## src/rtl/spq_pkg.sv

```systemverilog
// shared types and codes for the stable sorted priority queue
package spq_pkg;

  // operation codes carried by the op field
  localparam logic [1:0] OP_ENQ  = 2'd0;
  localparam logic [1:0] OP_DEQ  = 2'd1;
  localparam logic [1:0] OP_PEEK = 2'd2;
  localparam logic [1:0] OP_CHG  = 2'd3;

  // result status codes
  localparam logic [1:0] STAT_OK    = 2'd0;
  localparam logic [1:0] STAT_EMPTY = 2'd1;
  localparam logic [1:0] STAT_FULL  = 2'd2;

  // sequencer states
  typedef enum logic [2:0] {
    ST_IDLE,
    ST_REPORT,
    ST_ENQ_RD,
    ST_ENQ_CMP,
    ST_FRONT_RD,
    ST_FRONT,
    ST_CHG_RD,
    ST_CHG_WR
  } state_t;

endpackage

```

## src/rtl/stable_sorted_priority_queue.sv

```systemverilog
// Stable sorted priority queue: up to DEPTH entries kept in ascending priority order in a
// circular buffer memory with one read and one write port, driven by a small sequencer
// around one priority comparator and one saturating adder. One transaction is worked at a
// time and in_stall stays high until it is done, after which out_valid rises. Each entry
// that an enqueue moves up or a change adjusts is read in one sequencer state and written
// in the next; a dequeue or peek reads the front entry, and an error or a change on an
// empty queue goes straight to the report state. Ties keep arrival order, dequeue only
// advances the head pointer, and a new transaction can be taken in the same cycle the
// previous result is taken.
module stable_sorted_priority_queue #(
  parameter int DEPTH      = 16,
  parameter int DATA_WIDTH = 32,
  parameter int PRIO_WIDTH = 16
) (
  input  logic                             clk,
  input  logic                             rst,
  // input channel
  input  logic                             in_valid,
  output logic                             in_stall,
  input  logic [1:0]                       op,
  input  logic signed [PRIO_WIDTH-1:0]     new_priority,
  input  logic [DATA_WIDTH-1:0]            new_data,
  input  logic signed [PRIO_WIDTH-1:0]     delta,
  // output channel
  output logic                             out_valid,
  input  logic                             out_stall,
  output logic [1:0]                       status,
  output logic signed [PRIO_WIDTH-1:0]     front_priority,
  output logic [DATA_WIDTH-1:0]            front_data,
  output logic [$clog2(DEPTH+1)-1:0]       count,
  output logic                             is_empty
);
  import spq_pkg::*;

  localparam int AW = $clog2(DEPTH);
  localparam int CW = $clog2(DEPTH + 1);
  localparam int SW = CW + 1;
  localparam logic [SW-1:0] DEPTH_S = SW'(DEPTH);
  localparam logic [CW-1:0] DEPTH_C = CW'(DEPTH);
  localparam logic [AW-1:0] LAST_A  = AW'(DEPTH - 1);
  localparam logic signed [PRIO_WIDTH-1:0] PRIO_MAX = {1'b0, {(PRIO_WIDTH-1){1'b1}}};
  localparam logic signed [PRIO_WIDTH-1:0] PRIO_MIN = {1'b1, {(PRIO_WIDTH-1){1'b0}}};

  // entry storage, undefined until written
  logic signed [PRIO_WIDTH-1:0] mem_prio [DEPTH];
  logic [DATA_WIDTH-1:0]        mem_data [DEPTH];

  state_t state, state_next;

  logic [AW-1:0]                head;
  logic [CW-1:0]                cnt;
  logic [CW-1:0]                idx;
  logic [1:0]                   op_q;
  logic [1:0]                   stat_q;
  logic signed [PRIO_WIDTH-1:0] prio_q;
  logic [DATA_WIDTH-1:0]        data_q;
  logic signed [PRIO_WIDTH-1:0] delta_q;
  logic signed [PRIO_WIDTH-1:0] rd_prio;
  logic [DATA_WIDTH-1:0]        rd_data;

  logic                         in_accept;
  logic                         out_accept;
  logic [1:0]                   stat_accept;

  // sequencer outputs
  logic                         finish;
  logic                         front_en;
  logic                         we_prio;
  logic                         we_data;
  logic                         wr_move;
  logic                         wr_sat;
  logic                         idx_dec;
  logic                         idx_inc;
  logic                         rd_prev;
  logic [CW-1:0]                cnt_next;
  logic [AW-1:0]                head_next;

  // address and datapath
  logic [CW-1:0]                rd_log;
  logic [SW-1:0]                rd_sum;
  logic [SW-1:0]                wr_sum;
  logic [AW-1:0]                rd_addr;
  logic [AW-1:0]                wr_addr;
  logic signed [PRIO_WIDTH:0]   sum_ext;
  logic signed [PRIO_WIDTH-1:0] sat_prio;
  logic                         moves_up;
  logic signed [PRIO_WIDTH-1:0] wr_prio;
  logic [DATA_WIDTH-1:0]        wr_data;

  assign in_accept  = in_valid && !in_stall;
  assign out_accept = out_valid && !out_stall;
  assign in_stall   = (state != ST_IDLE) || (out_valid && out_stall);

  // status decided at accept time
  always_comb begin
    stat_accept = STAT_OK;
    case (op) inside
      OP_ENQ:          if (cnt == DEPTH_C) stat_accept = STAT_FULL;
      OP_DEQ, OP_PEEK: if (cnt == '0) stat_accept = STAT_EMPTY;
      default:         stat_accept = STAT_OK;
    endcase
  end

  // circular buffer addressing, logical slot plus head modulo depth
  assign rd_log  = rd_prev ? (idx - CW'(1)) : idx;
  assign rd_sum  = SW'(head) + SW'(rd_log);
  assign wr_sum  = SW'(head) + SW'(idx);
  assign rd_addr = (rd_sum >= DEPTH_S) ? AW'(rd_sum - DEPTH_S) : rd_sum[AW-1:0];
  assign wr_addr = (wr_sum >= DEPTH_S) ? AW'(wr_sum - DEPTH_S) : wr_sum[AW-1:0];

  // shared comparator and saturating adder
  assign moves_up = rd_prio > prio_q;
  assign sum_ext  = {rd_prio[PRIO_WIDTH-1], rd_prio} + {delta_q[PRIO_WIDTH-1], delta_q};
  always_comb begin
    if (sum_ext[PRIO_WIDTH] != sum_ext[PRIO_WIDTH-1]) begin
      sat_prio = sum_ext[PRIO_WIDTH] ? PRIO_MIN : PRIO_MAX;
    end else begin
      sat_prio = sum_ext[PRIO_WIDTH-1:0];
    end
  end

  assign wr_prio = wr_sat ? sat_prio : (wr_move ? rd_prio : prio_q);
  assign wr_data = wr_move ? rd_data : data_q;

  // next state
  always_comb begin
    state_next = state;
    unique case (state)
      ST_IDLE: begin
        if (in_accept) begin
          if (stat_accept != STAT_OK || (op == OP_CHG && cnt == '0)) begin
            state_next = ST_REPORT;
          end else begin
            case (op) inside
              OP_ENQ:          state_next = ST_ENQ_RD;
              OP_DEQ, OP_PEEK: state_next = ST_FRONT_RD;
              default:         state_next = ST_CHG_RD;
            endcase
          end
        end
      end
      ST_REPORT:   state_next = ST_IDLE;
      ST_ENQ_RD:   state_next = (idx == '0) ? ST_IDLE : ST_ENQ_CMP;
      ST_ENQ_CMP:  state_next = moves_up ? ST_ENQ_RD : ST_IDLE;
      ST_FRONT_RD: state_next = ST_FRONT;
      ST_FRONT:    state_next = ST_IDLE;
      ST_CHG_RD:   state_next = ST_CHG_WR;
      ST_CHG_WR:   state_next = (idx + CW'(1) == cnt) ? ST_IDLE : ST_CHG_RD;
      default:     state_next = ST_IDLE;
    endcase
  end

  // sequencer outputs
  always_comb begin
    finish    = 1'b0;
    front_en  = 1'b0;
    we_prio   = 1'b0;
    we_data   = 1'b0;
    wr_move   = 1'b0;
    wr_sat    = 1'b0;
    idx_dec   = 1'b0;
    idx_inc   = 1'b0;
    rd_prev   = 1'b0;
    cnt_next  = cnt;
    head_next = head;
    unique case (state)
      ST_IDLE: ;
      ST_REPORT: finish = 1'b1;
      ST_ENQ_RD: begin
        rd_prev = 1'b1;
        if (idx == '0) begin
          we_prio  = 1'b1;
          we_data  = 1'b1;
          finish   = 1'b1;
          cnt_next = cnt + CW'(1);
        end
      end
      ST_ENQ_CMP: begin
        we_prio = 1'b1;
        we_data = 1'b1;
        if (moves_up) begin
          wr_move = 1'b1;
          idx_dec = 1'b1;
        end else begin
          finish   = 1'b1;
          cnt_next = cnt + CW'(1);
        end
      end
      ST_FRONT_RD: ;
      ST_FRONT: begin
        finish   = 1'b1;
        front_en = 1'b1;
        if (op_q == OP_DEQ) begin
          cnt_next  = cnt - CW'(1);
          head_next = (head == LAST_A) ? '0 : head + AW'(1);
        end
      end
      ST_CHG_RD: ;
      ST_CHG_WR: begin
        we_prio = 1'b1;
        wr_sat  = 1'b1;
        idx_inc = 1'b1;
        finish  = (idx + CW'(1) == cnt);
      end
      default: ;
    endcase
  end

  // state, occupancy and head pointer
  always_ff @(posedge clk) begin
    if (rst) begin
      state <= ST_IDLE;
      cnt   <= '0;
      head  <= '0;
    end else begin
      state <= state_next;
      cnt   <= cnt_next;
      head  <= head_next;
    end
  end

  // latched transaction and scan index
  always_ff @(posedge clk) begin
    if (in_accept) begin
      op_q    <= op;
      prio_q  <= new_priority;
      data_q  <= new_data;
      delta_q <= delta;
      stat_q  <= stat_accept;
      idx     <= (op == OP_ENQ) ? cnt : '0;
    end else if (idx_dec) begin
      idx <= idx - CW'(1);
    end else if (idx_inc) begin
      idx <= idx + CW'(1);
    end
  end

  // entry memory, registered read
  always_ff @(posedge clk) begin
    if (we_prio) mem_prio[wr_addr] <= wr_prio;
    if (we_data) mem_data[wr_addr] <= wr_data;
    rd_prio <= mem_prio[rd_addr];
    rd_data <= mem_data[rd_addr];
  end

  // result valid
  always_ff @(posedge clk) begin
    if (rst) begin
      out_valid <= 1'b0;
    end else if (finish) begin
      out_valid <= 1'b1;
    end else if (out_accept) begin
      out_valid <= 1'b0;
    end
  end

  // result payload
  always_ff @(posedge clk) begin
    if (finish) begin
      status         <= stat_q;
      front_priority <= front_en ? rd_prio : '0;
      front_data     <= front_en ? rd_data : '0;
      count          <= cnt_next;
      is_empty       <= (cnt_next == '0);
    end
  end

endmodule

```

## config.mk

```make
export PLATFORM = sky130hd
export DESIGN_NAME = stable_sorted_priority_queue
export DESIGN_NICKNAME = d
export VERILOG_FILES = /design/src/rtl/spq_pkg.sv /design/src/rtl/stable_sorted_priority_queue.sv
export SDC_FILE = /design/constraint.sdc
export NUM_CORES = 1
export LEC_CHECK = 0
export ABC_AREA = 1
export ABC_CLOCK_PERIOD_IN_PS = 3950
export BUFFER_PORTS_ARGS = -buffer_cell sky130_fd_sc_hd__buf_4
export CAP_MARGIN = 30
export CORE_ASPECT_RATIO = 1.4
export CORE_UTILIZATION = 50
export CTS_BUF_LIST = sky130_fd_sc_hd__clkbuf_8 sky130_fd_sc_hd__clkbuf_16
export CTS_CLUSTER_DIAMETER = 80
export DETAILED_ROUTE_END_ITERATION = 8
export PLACE_DENSITY = 0.7
export SYNTH_ARGS = -nofsm -noshare
export SYNTH_HDL_FRONTEND = slang
export SYNTH_SLANG_ARGS = --single-unit
```

## constraint.sdc

```tcl
create_clock -name clk -period 3.95 [get_ports clk]
set_input_delay 0.79 -clock clk [delete_from_list [all_inputs] [get_ports clk]]
set_output_delay 0.79 -clock clk [all_outputs]
set_load 0.05 [all_outputs]
```

==> results of run 1 <==
==> sequential cells by signal, indices dropped and copies added, names as in the netlist <==
register	cells
is_empty	1
head	4
prio_q	16
delta_q	16
op_q	2
rd_data	32
front_priority	16
state	3
rd_prio	16
count	5
front_data	32
idx	5
status	2
cnt	5
out_valid	1
mem_prio	256
data_q	32
stat_q	2
mem_data	512
==> power breakdown <==
group          internal [W]  switching, W
Combinational       0.00414       0.00819
Clock               0.00498       0.00369
Sequential           0.0125      0.000365
==> final timing paths <==
path / from / to / slack (ns) / cells past startpoint
setup / recovery: prio_q[7] / mem_prio[3][12] / 0.51 / 14
hold / removal: new_data[11] / data_q[11] / 0.31 / 1
setup reg to reg: prio_q[7] / mem_prio[3][12] / 0.51 / 14
hold reg to reg: stat_q[1] / status[1] / 0.43 / 0
==> Yosys cell counts (3+ instances only) <==
cell type  count
a21o_1         4
a21oi_1      277
a221oi_1       6
a31oi_1       49
buf_1         11
buf_2         34
buf_4          6
buf_6         11
clkbuf_1      99
dfxtp_1       61
edfxtp_1     897
fa_1           3
ha_1          45
inv_1        318
mux2i_1      192
nand2_1      260
nand2_2        4
nand3_1       48
nand4_1        5
nor2_1       135
nor2_4         5
nor3_1        10
o211ai_1     109
o21ai_0      348
o21ai_1        7
o21ai_2        3
xnor2_1        8
xor2_1        18
==> metal layers <==
| metal | vias up | GRT usage |
|---|---|---|
| met4 | 0 | 0.110 |
| met3 | 189 | 0.0270 |
| li1 | 11200 | - |
| met2 | 785 | 0.403 |
| met1 | 11800 | 0.282 |
| met5 | - | 0 |
==> layout by cell type, fill, tap and decap left out, types with 3 or more instances in the layout <==
| cell type | n |
|---|---|
| xor2_1 | 18 |
| mux2i_1 | 192 |
| bufinv_16 | 10 |
| clkinv_1 | 7 |
| nor2_1 | 118 |
| clkinvlp_4 | 5 |
| xnor2_1 | 7 |
| a221oi_1 | 6 |
| nor2_4 | 22 |
| edfxtp_1 | 897 |
| buf_12 | 36 |
| dfxtp_1 | 61 |
| clkbuf_8 | 5 |
| buf_4 | 187 |
| o21ai_2 | 3 |
| o211ai_1 | 109 |
| clkbuf_16 | 92 |
| a31oi_1 | 49 |
| inv_1 | 336 |
| ha_1 | 44 |
| clkinv_2 | 25 |
| nand2_2 | 4 |
| o21ai_0 | 348 |
| nand2_1 | 259 |
| o21ai_1 | 7 |
| buf_2 | 8 |
| nand4_1 | 5 |
| nand3_1 | 47 |
| xnor2_2 | 3 |
| a21oi_1 | 277 |
| a21o_1 | 4 |
| nor3_1 | 10 |
==> kinds of logic (layout without fill, tap and decap cells) <==
family	after synthesis	count (layout)	synth area share
xor+xnor	29	29	0.00731
fa+ha+maj	48	48	0.0158
simple gates	472	472	0.0492
mux	192	192	0.0488
compound gates	811	811	0.113
buf+inv	484	718	0.0500
flops	958	958	0.716
==> per-stage QoR <==
| stage | std cells | util | hold slack, ns | power, W |
|---|---|---|---|---|
| after detailed placement | 4108 | 0.543 | 0.416 | 0.0253 |
| after floorplan | 2994 | - | 0.400 | 0.0218 |
| final | 4273 | 0.581 | 0.305 | 0.0339 |
| after global placement | 4099 | 0.542 | 0.402 | 0.0250 |
| after CTS | 4273 | 0.581 | 0.269 | 0.0340 |
| after global routing | 4273 | 0.581 | 0.287 | 0.0357 |
==> area by class of cell <==
cell class / count / area [um2]
Tap cell: 1045 / 1310
Clock inverter: 68 / 593
Inverter: 322 / 1210
Clock buffer: 97 / 2370
Multi-Input combinational cell: 1552 / 9400
Sequential cell: 958 / 28200
Timing Repair Buffer: 231 / 2160
Fill cell: 6098 / 32600
==> impl_metrics.yaml, run 1 <==
cts:
  cts_tree: "built"
  h-tree-depth: 3
  ctsHoldBuffers: 0
  cts-root-buf: "clkbuf_16"
  cts.sinks: 958
  post_cts_resized: 0
  post_cts_buffers: 0
  cts.path.max_buffers: 3
  cts_buffers: 90
  insertion_delay_ns: 0.66
  path_clk_slew_ns: 0.06
global_route:
  grt_max_degree: 105
  grt_pass1_vias: 24000
  track_usage: 0.230
  grt_overflow: 0
  antenna_found_initial: 1
  grt_pass1_wl_mm: 138
pwr:
  ir_drop_mv: 0.444
  p_leak_nw: 16.8
  powerDensity_nw_per_um2: 750
route:
  wl_met2_mm: 46.9
  drt_iter0_drc: 2287
  post_drt_via_cell_ratio: 5.61
  highest_layer: "met4"
  ant_nets: 0
  wl_met1_mm: 36.0
  drt_wl_total_mm: 91.4
  routed-wl-met3_mm: 4.87
  firstDrtPassIters: 7
  routedWlPerCell_um: 21.4
  vias: 24000
  drc: 0
logic_synthesis:
  ys_ff_latch: 958
  synth_top_area_cell: "edfxtp_1"
  syn_area_um2: 39400
  synthFlopType: "edfxtp_1"
  ys_async_sr_fraction: 0
  synth_nets: 3112
  yosysUniqueCellTypes: 45
  synth_area_leaders: "edfxtp_1, mux2i_1, o21ai_0"
  synthDominantCellAreaShare: 0.684
  avgSynthCellArea_um2: 13.1
  ys_seq_area_frac: 0.716
  synth-edff-count: 897
  synthCells: 2994
  ys_warn_count: 0
job:
  drv_cap: 0
timing:
  report.final.slew_viol_count: 0
  tns_ns: 0
  rsz0062_at_grt: "no"
  timing.final.ws_setup_ns: 0.507
  finalCritPeriodShare: 0.872
  fmax_ghz: 0.290
  finalSetupViolCount: 0
  tightestPinTransition_ns: 0.995
  fin_crit_ns: 3.44
  max_slew_margin: 0.335
  hold_violations: 0
  finClkSkew_ns: 0.0244
critical_path:
  critical-path-max-stage-delay_ns: 0.46
  path_delay_family: "simple AND/OR/NAND/NOR gates"
  crit_path_cell_trace: "inv_1, ha_1, nand2_1, nor2_1, nand2_1, nand2_1, nand2_1, nand2_1, nand2_1, nand2_1, nand3_4, buf_4, o21ai_0, nand3_1"
  endpoint_kind: "flop"
  crit_fanout: 20
  cp_common_cell: "nand2_1"
  cp_data_required_time_ns: 4.15
  path_buf_inv: 2
  cp-start-kind: "flop"
  crit_type: "flop to flop"
  cp_data_arrival_time_ns: 3.65
  cp_slowest_cell: "nand3_1"
finish:
  antenna_cells: 0
  drive_gt1_frac: 0.129
  fin_area_um2: 45200
  syn2layout_area_growth_pct: 14.9
  nets: 3273
placed_design:
  numPortBuffers: 127
  place.gp.congestion: 0.902
  place_area_um2: 42200
  dp_hpwl_mm: 52.9
  dp_slack_ns: 0.548
floorplanning:
  core_um2: 77800
  die_w_um: 239
  die_area_um2: 79800
  num_rows: 121
  die_y_um: 334
  ios: 128
  start_util: 0.506
min_path:
  worstHoldPathType: "primary input to flop"
outcome:
  status: "finished, final reports clean"
(Power assumes the default switching activity.)
==> run 2: changes to the inputs <==
ABC_AREA = not set   (was 1)
ABC_CLOCK_PERIOD_IN_PS = 4400   (was 3950)
clock period = 4.4 ns   (was 3.95 ns; I/O delays follow)
==> impl_metrics.yaml, run 2 <==
logic_synthesis:
  synth_area_leaders: "edfxtp_1, mux4_2, dfxtp_1"
  yosysUniqueCellTypes: 61
  ys_async_sr_fraction: 0
  syn_area_um2: 37900
  synthTopCellsByCount: "edfxtp_1, mux4_2, nand2_1"
  ys_seq_area_frac: 0.744
  synth_nets: 2152
  synth-edff-count: 897
  avgSynthCellArea_um2: 18.6
  synth.most_common_cell: "edfxtp_1"
  synthCells: 2034
  synthFlopType: "edfxtp_1"
  ys_warn_count: 0
  synthDominantCellAreaShare: 0.711
  ys_ff_latch: 958
  synth_top_area_cell: "edfxtp_1"
route:
  drc: 0
  routedWlPerCell_um: 25.9
  firstDrtPassIters: 5
  ant_nets: 0
  drt_iter0_drc: 1800
  vias: 19600
  post_drt_via_cell_ratio: 5.98
  drt_wl_total_mm: 84.8
critical_path:
  cp-start-kind: "flop"
  cp_slowest_cell: "fa_4"
  critical-path-max-stage-delay_ns: 1.00
  cp_data_arrival_time_ns: 4.30
  cp_data_required_time_ns: 4.83
  crit_type: "flop to flop"
  endpoint_kind: "flop"
  startpoint: "state[0]"
  crit_fanout: 45
  crit_path_cell_trace: "nor2_1, nand2_1, xnor2_1, ha_4, fa_4, buf_12, mux4_2, and2_1, a211oi_1, a31oi_1"
  r2r-start: "state[0]"
finish:
  drive_gt1_frac: 0.256
  layout_commonest_cell: "edfxtp_1"
  largest-register: "mem_data"
  nets: 2349
  layout_common_cells: "edfxtp_1, buf_4, mux4_2"
  largest_reg_flops: 512
  fillers: 5502
  syn2layout_area_growth_pct: 15.4
  reg_top3: "mem_data: 512 flops, mem_prio: 256 flops"
global_route:
  grt_max_degree: 71
  track_usage: 0.225
  grt_pass1_vias: 20300
  grt_overflow: 0
  antenna_found_initial: 2
  grt_pass1_wl_mm: 126
cts:
  cts.path.max_buffers: 3
  ctsHoldBuffers: 0
  post_cts_resized: 0
  cts.sinks: 958
  cts_tree: "built"
  h-tree-depth: 3
  insertion_delay_ns: 0.65
  cts_buffers: 90
  cts-root-buf: "clkbuf_16"
  post_cts_buffers: 0
  path_clk_slew_ns: 0.07
pwr:
  powerDensity_nw_per_um2: 689
  power.share.sequential: 0.391
  ir_drop_mv: 0.468
  p_switching_w: 0.00966
  pwr-share-clk: 0.269
  p_leak_nw: 14.7
  p_int_w: 0.0205
  switching_share: 0.321
  combPwrFrac: 0.340
floorplanning:
  ios: 128
  die_w_um: 235
  die_y_um: 328
  num_rows: 119
  core_um2: 75000
  start_util: 0.505
  die_area_um2: 76900
timing:
  fmax_ghz: 0.258
  timing.final.ws_setup_ns: 0.527
  tns_ns: 0
  report.final.slew_viol_count: 0
  tightestPinTransition_ns: 1.09
  rsz0062_at_grt: "no"
  finClkSkew_ns: 0.0180
  fin_crit_ns: 3.87
  hold_violations: 0
  max_slew_margin: 0.272
  finalSetupViolCount: 0
  finalCritPeriodShare: 0.880
placed_design:
  numPortBuffers: 127
  place.gp.congestion: 0.861
  dp_hpwl_mm: 48.1
  dp_slack_ns: 0.598
outcome:
  status: "finished, final reports clean"
job:
  drv_cap: 0
min_path:
  hold_start: "new_data[28]"
  worstHoldPathType: "primary input to flop"
-- run 2: cell count changes in the layout (fill, tap and decap cells not counted), sizes merged, moves of 33 or more --
cell    delta
and2      +96
mux2      +33
mux2i    -176
mux4     +192
a21oi    -237
nand2    -121
a211oi    +54
o211ai   -106
inv      -293
nor2      -62
o21ai    -331
-- run 2: final cells by class --
class                   count  area [um2]  area share
well taps                 968        1210      0.0277
diodes                      1        2.50   0.0000573
multi-input cells         941        9370       0.214
flip-flops and latches    958       28200       0.644
repair buffers            207        1730      0.0396
clock inverters            73         777      0.0178
inverters                  33         125     0.00286
clock buffers              95        2330      0.0534
-- run 2: final timing paths --
path | endpoint | depth (start not counted) | slack (ns)
hold reg to reg | status[1] | 0 | 0.43
setup reg to reg | rd_prio[3] | 10 | 0.53
setup / recovery | rd_prio[3] | 10 | 0.53
hold / removal | data_q[28] | 1 | 0.40
-- run 2: worst max-delay path: cells and delay by family (launching register included) --
| kind | cells | cell delay (ns) |
|---|---|---|
| DFF | 1 | 0.46 |
| adders and majority gates | 2 | 1.20 |
| AOI/OAI and AO/OA | 2 | 0.43 |
| xor gates and xnor gates | 1 | 0.23 |
| and+or+nand+nor | 3 | 0.65 |
| muxes | 1 | 0.33 |
| buffers and inverters | 1 | 0.31 |
-- run 2: kinds of logic after synthesis --
kind of cell / synth area share
compound gates: 0.0405
xor+xnor: 0.00786
fa+ha+maj: 0.0165
buf+inv: 0.0140
flops: 0.744
mux: 0.128
simple gates: 0.0493
-- run 2: per-stage QoR --
stage	utilization	std cells	area (um2)	power, W	hold slack (ns)
4_1_cts	0.581	3265	43600	0.0303	0.363
3_3_place_gp	0.540	3096	40500	0.0221	0.407
3_5_place_dp	0.540	3097	40500	0.0222	0.413
6_report	0.582	3276	43700	0.0301	0.401
2_1_floorplan	-	2034	37900	0.0193	0.400
5_1_grt	0.582	3275	43700	0.0315	0.372
-- run 2: per-layer routing --
layer	wire, um	track usage	share of wire	vias up
li1	-	-	-	8530
met4	2420	0.0788	0.029	2
met5	11	0	0.00013	-
met1	33500	0.290	0.40	10200
met2	44100	0.388	0.52	701
met3	4770	0.0359	0.056	150
-- run 2: power groups by stage --
stage          sequential, W  combinational, W  clock (W)
6_report              0.0118            0.0102    0.00809
3_5_place_dp          0.0120            0.0103          0
2_1_floorplan         0.0121           0.00729          0
4_1_cts               0.0118            0.0103    0.00824
3_3_place_gp          0.0120            0.0101          0
5_1_grt               0.0119            0.0111    0.00855
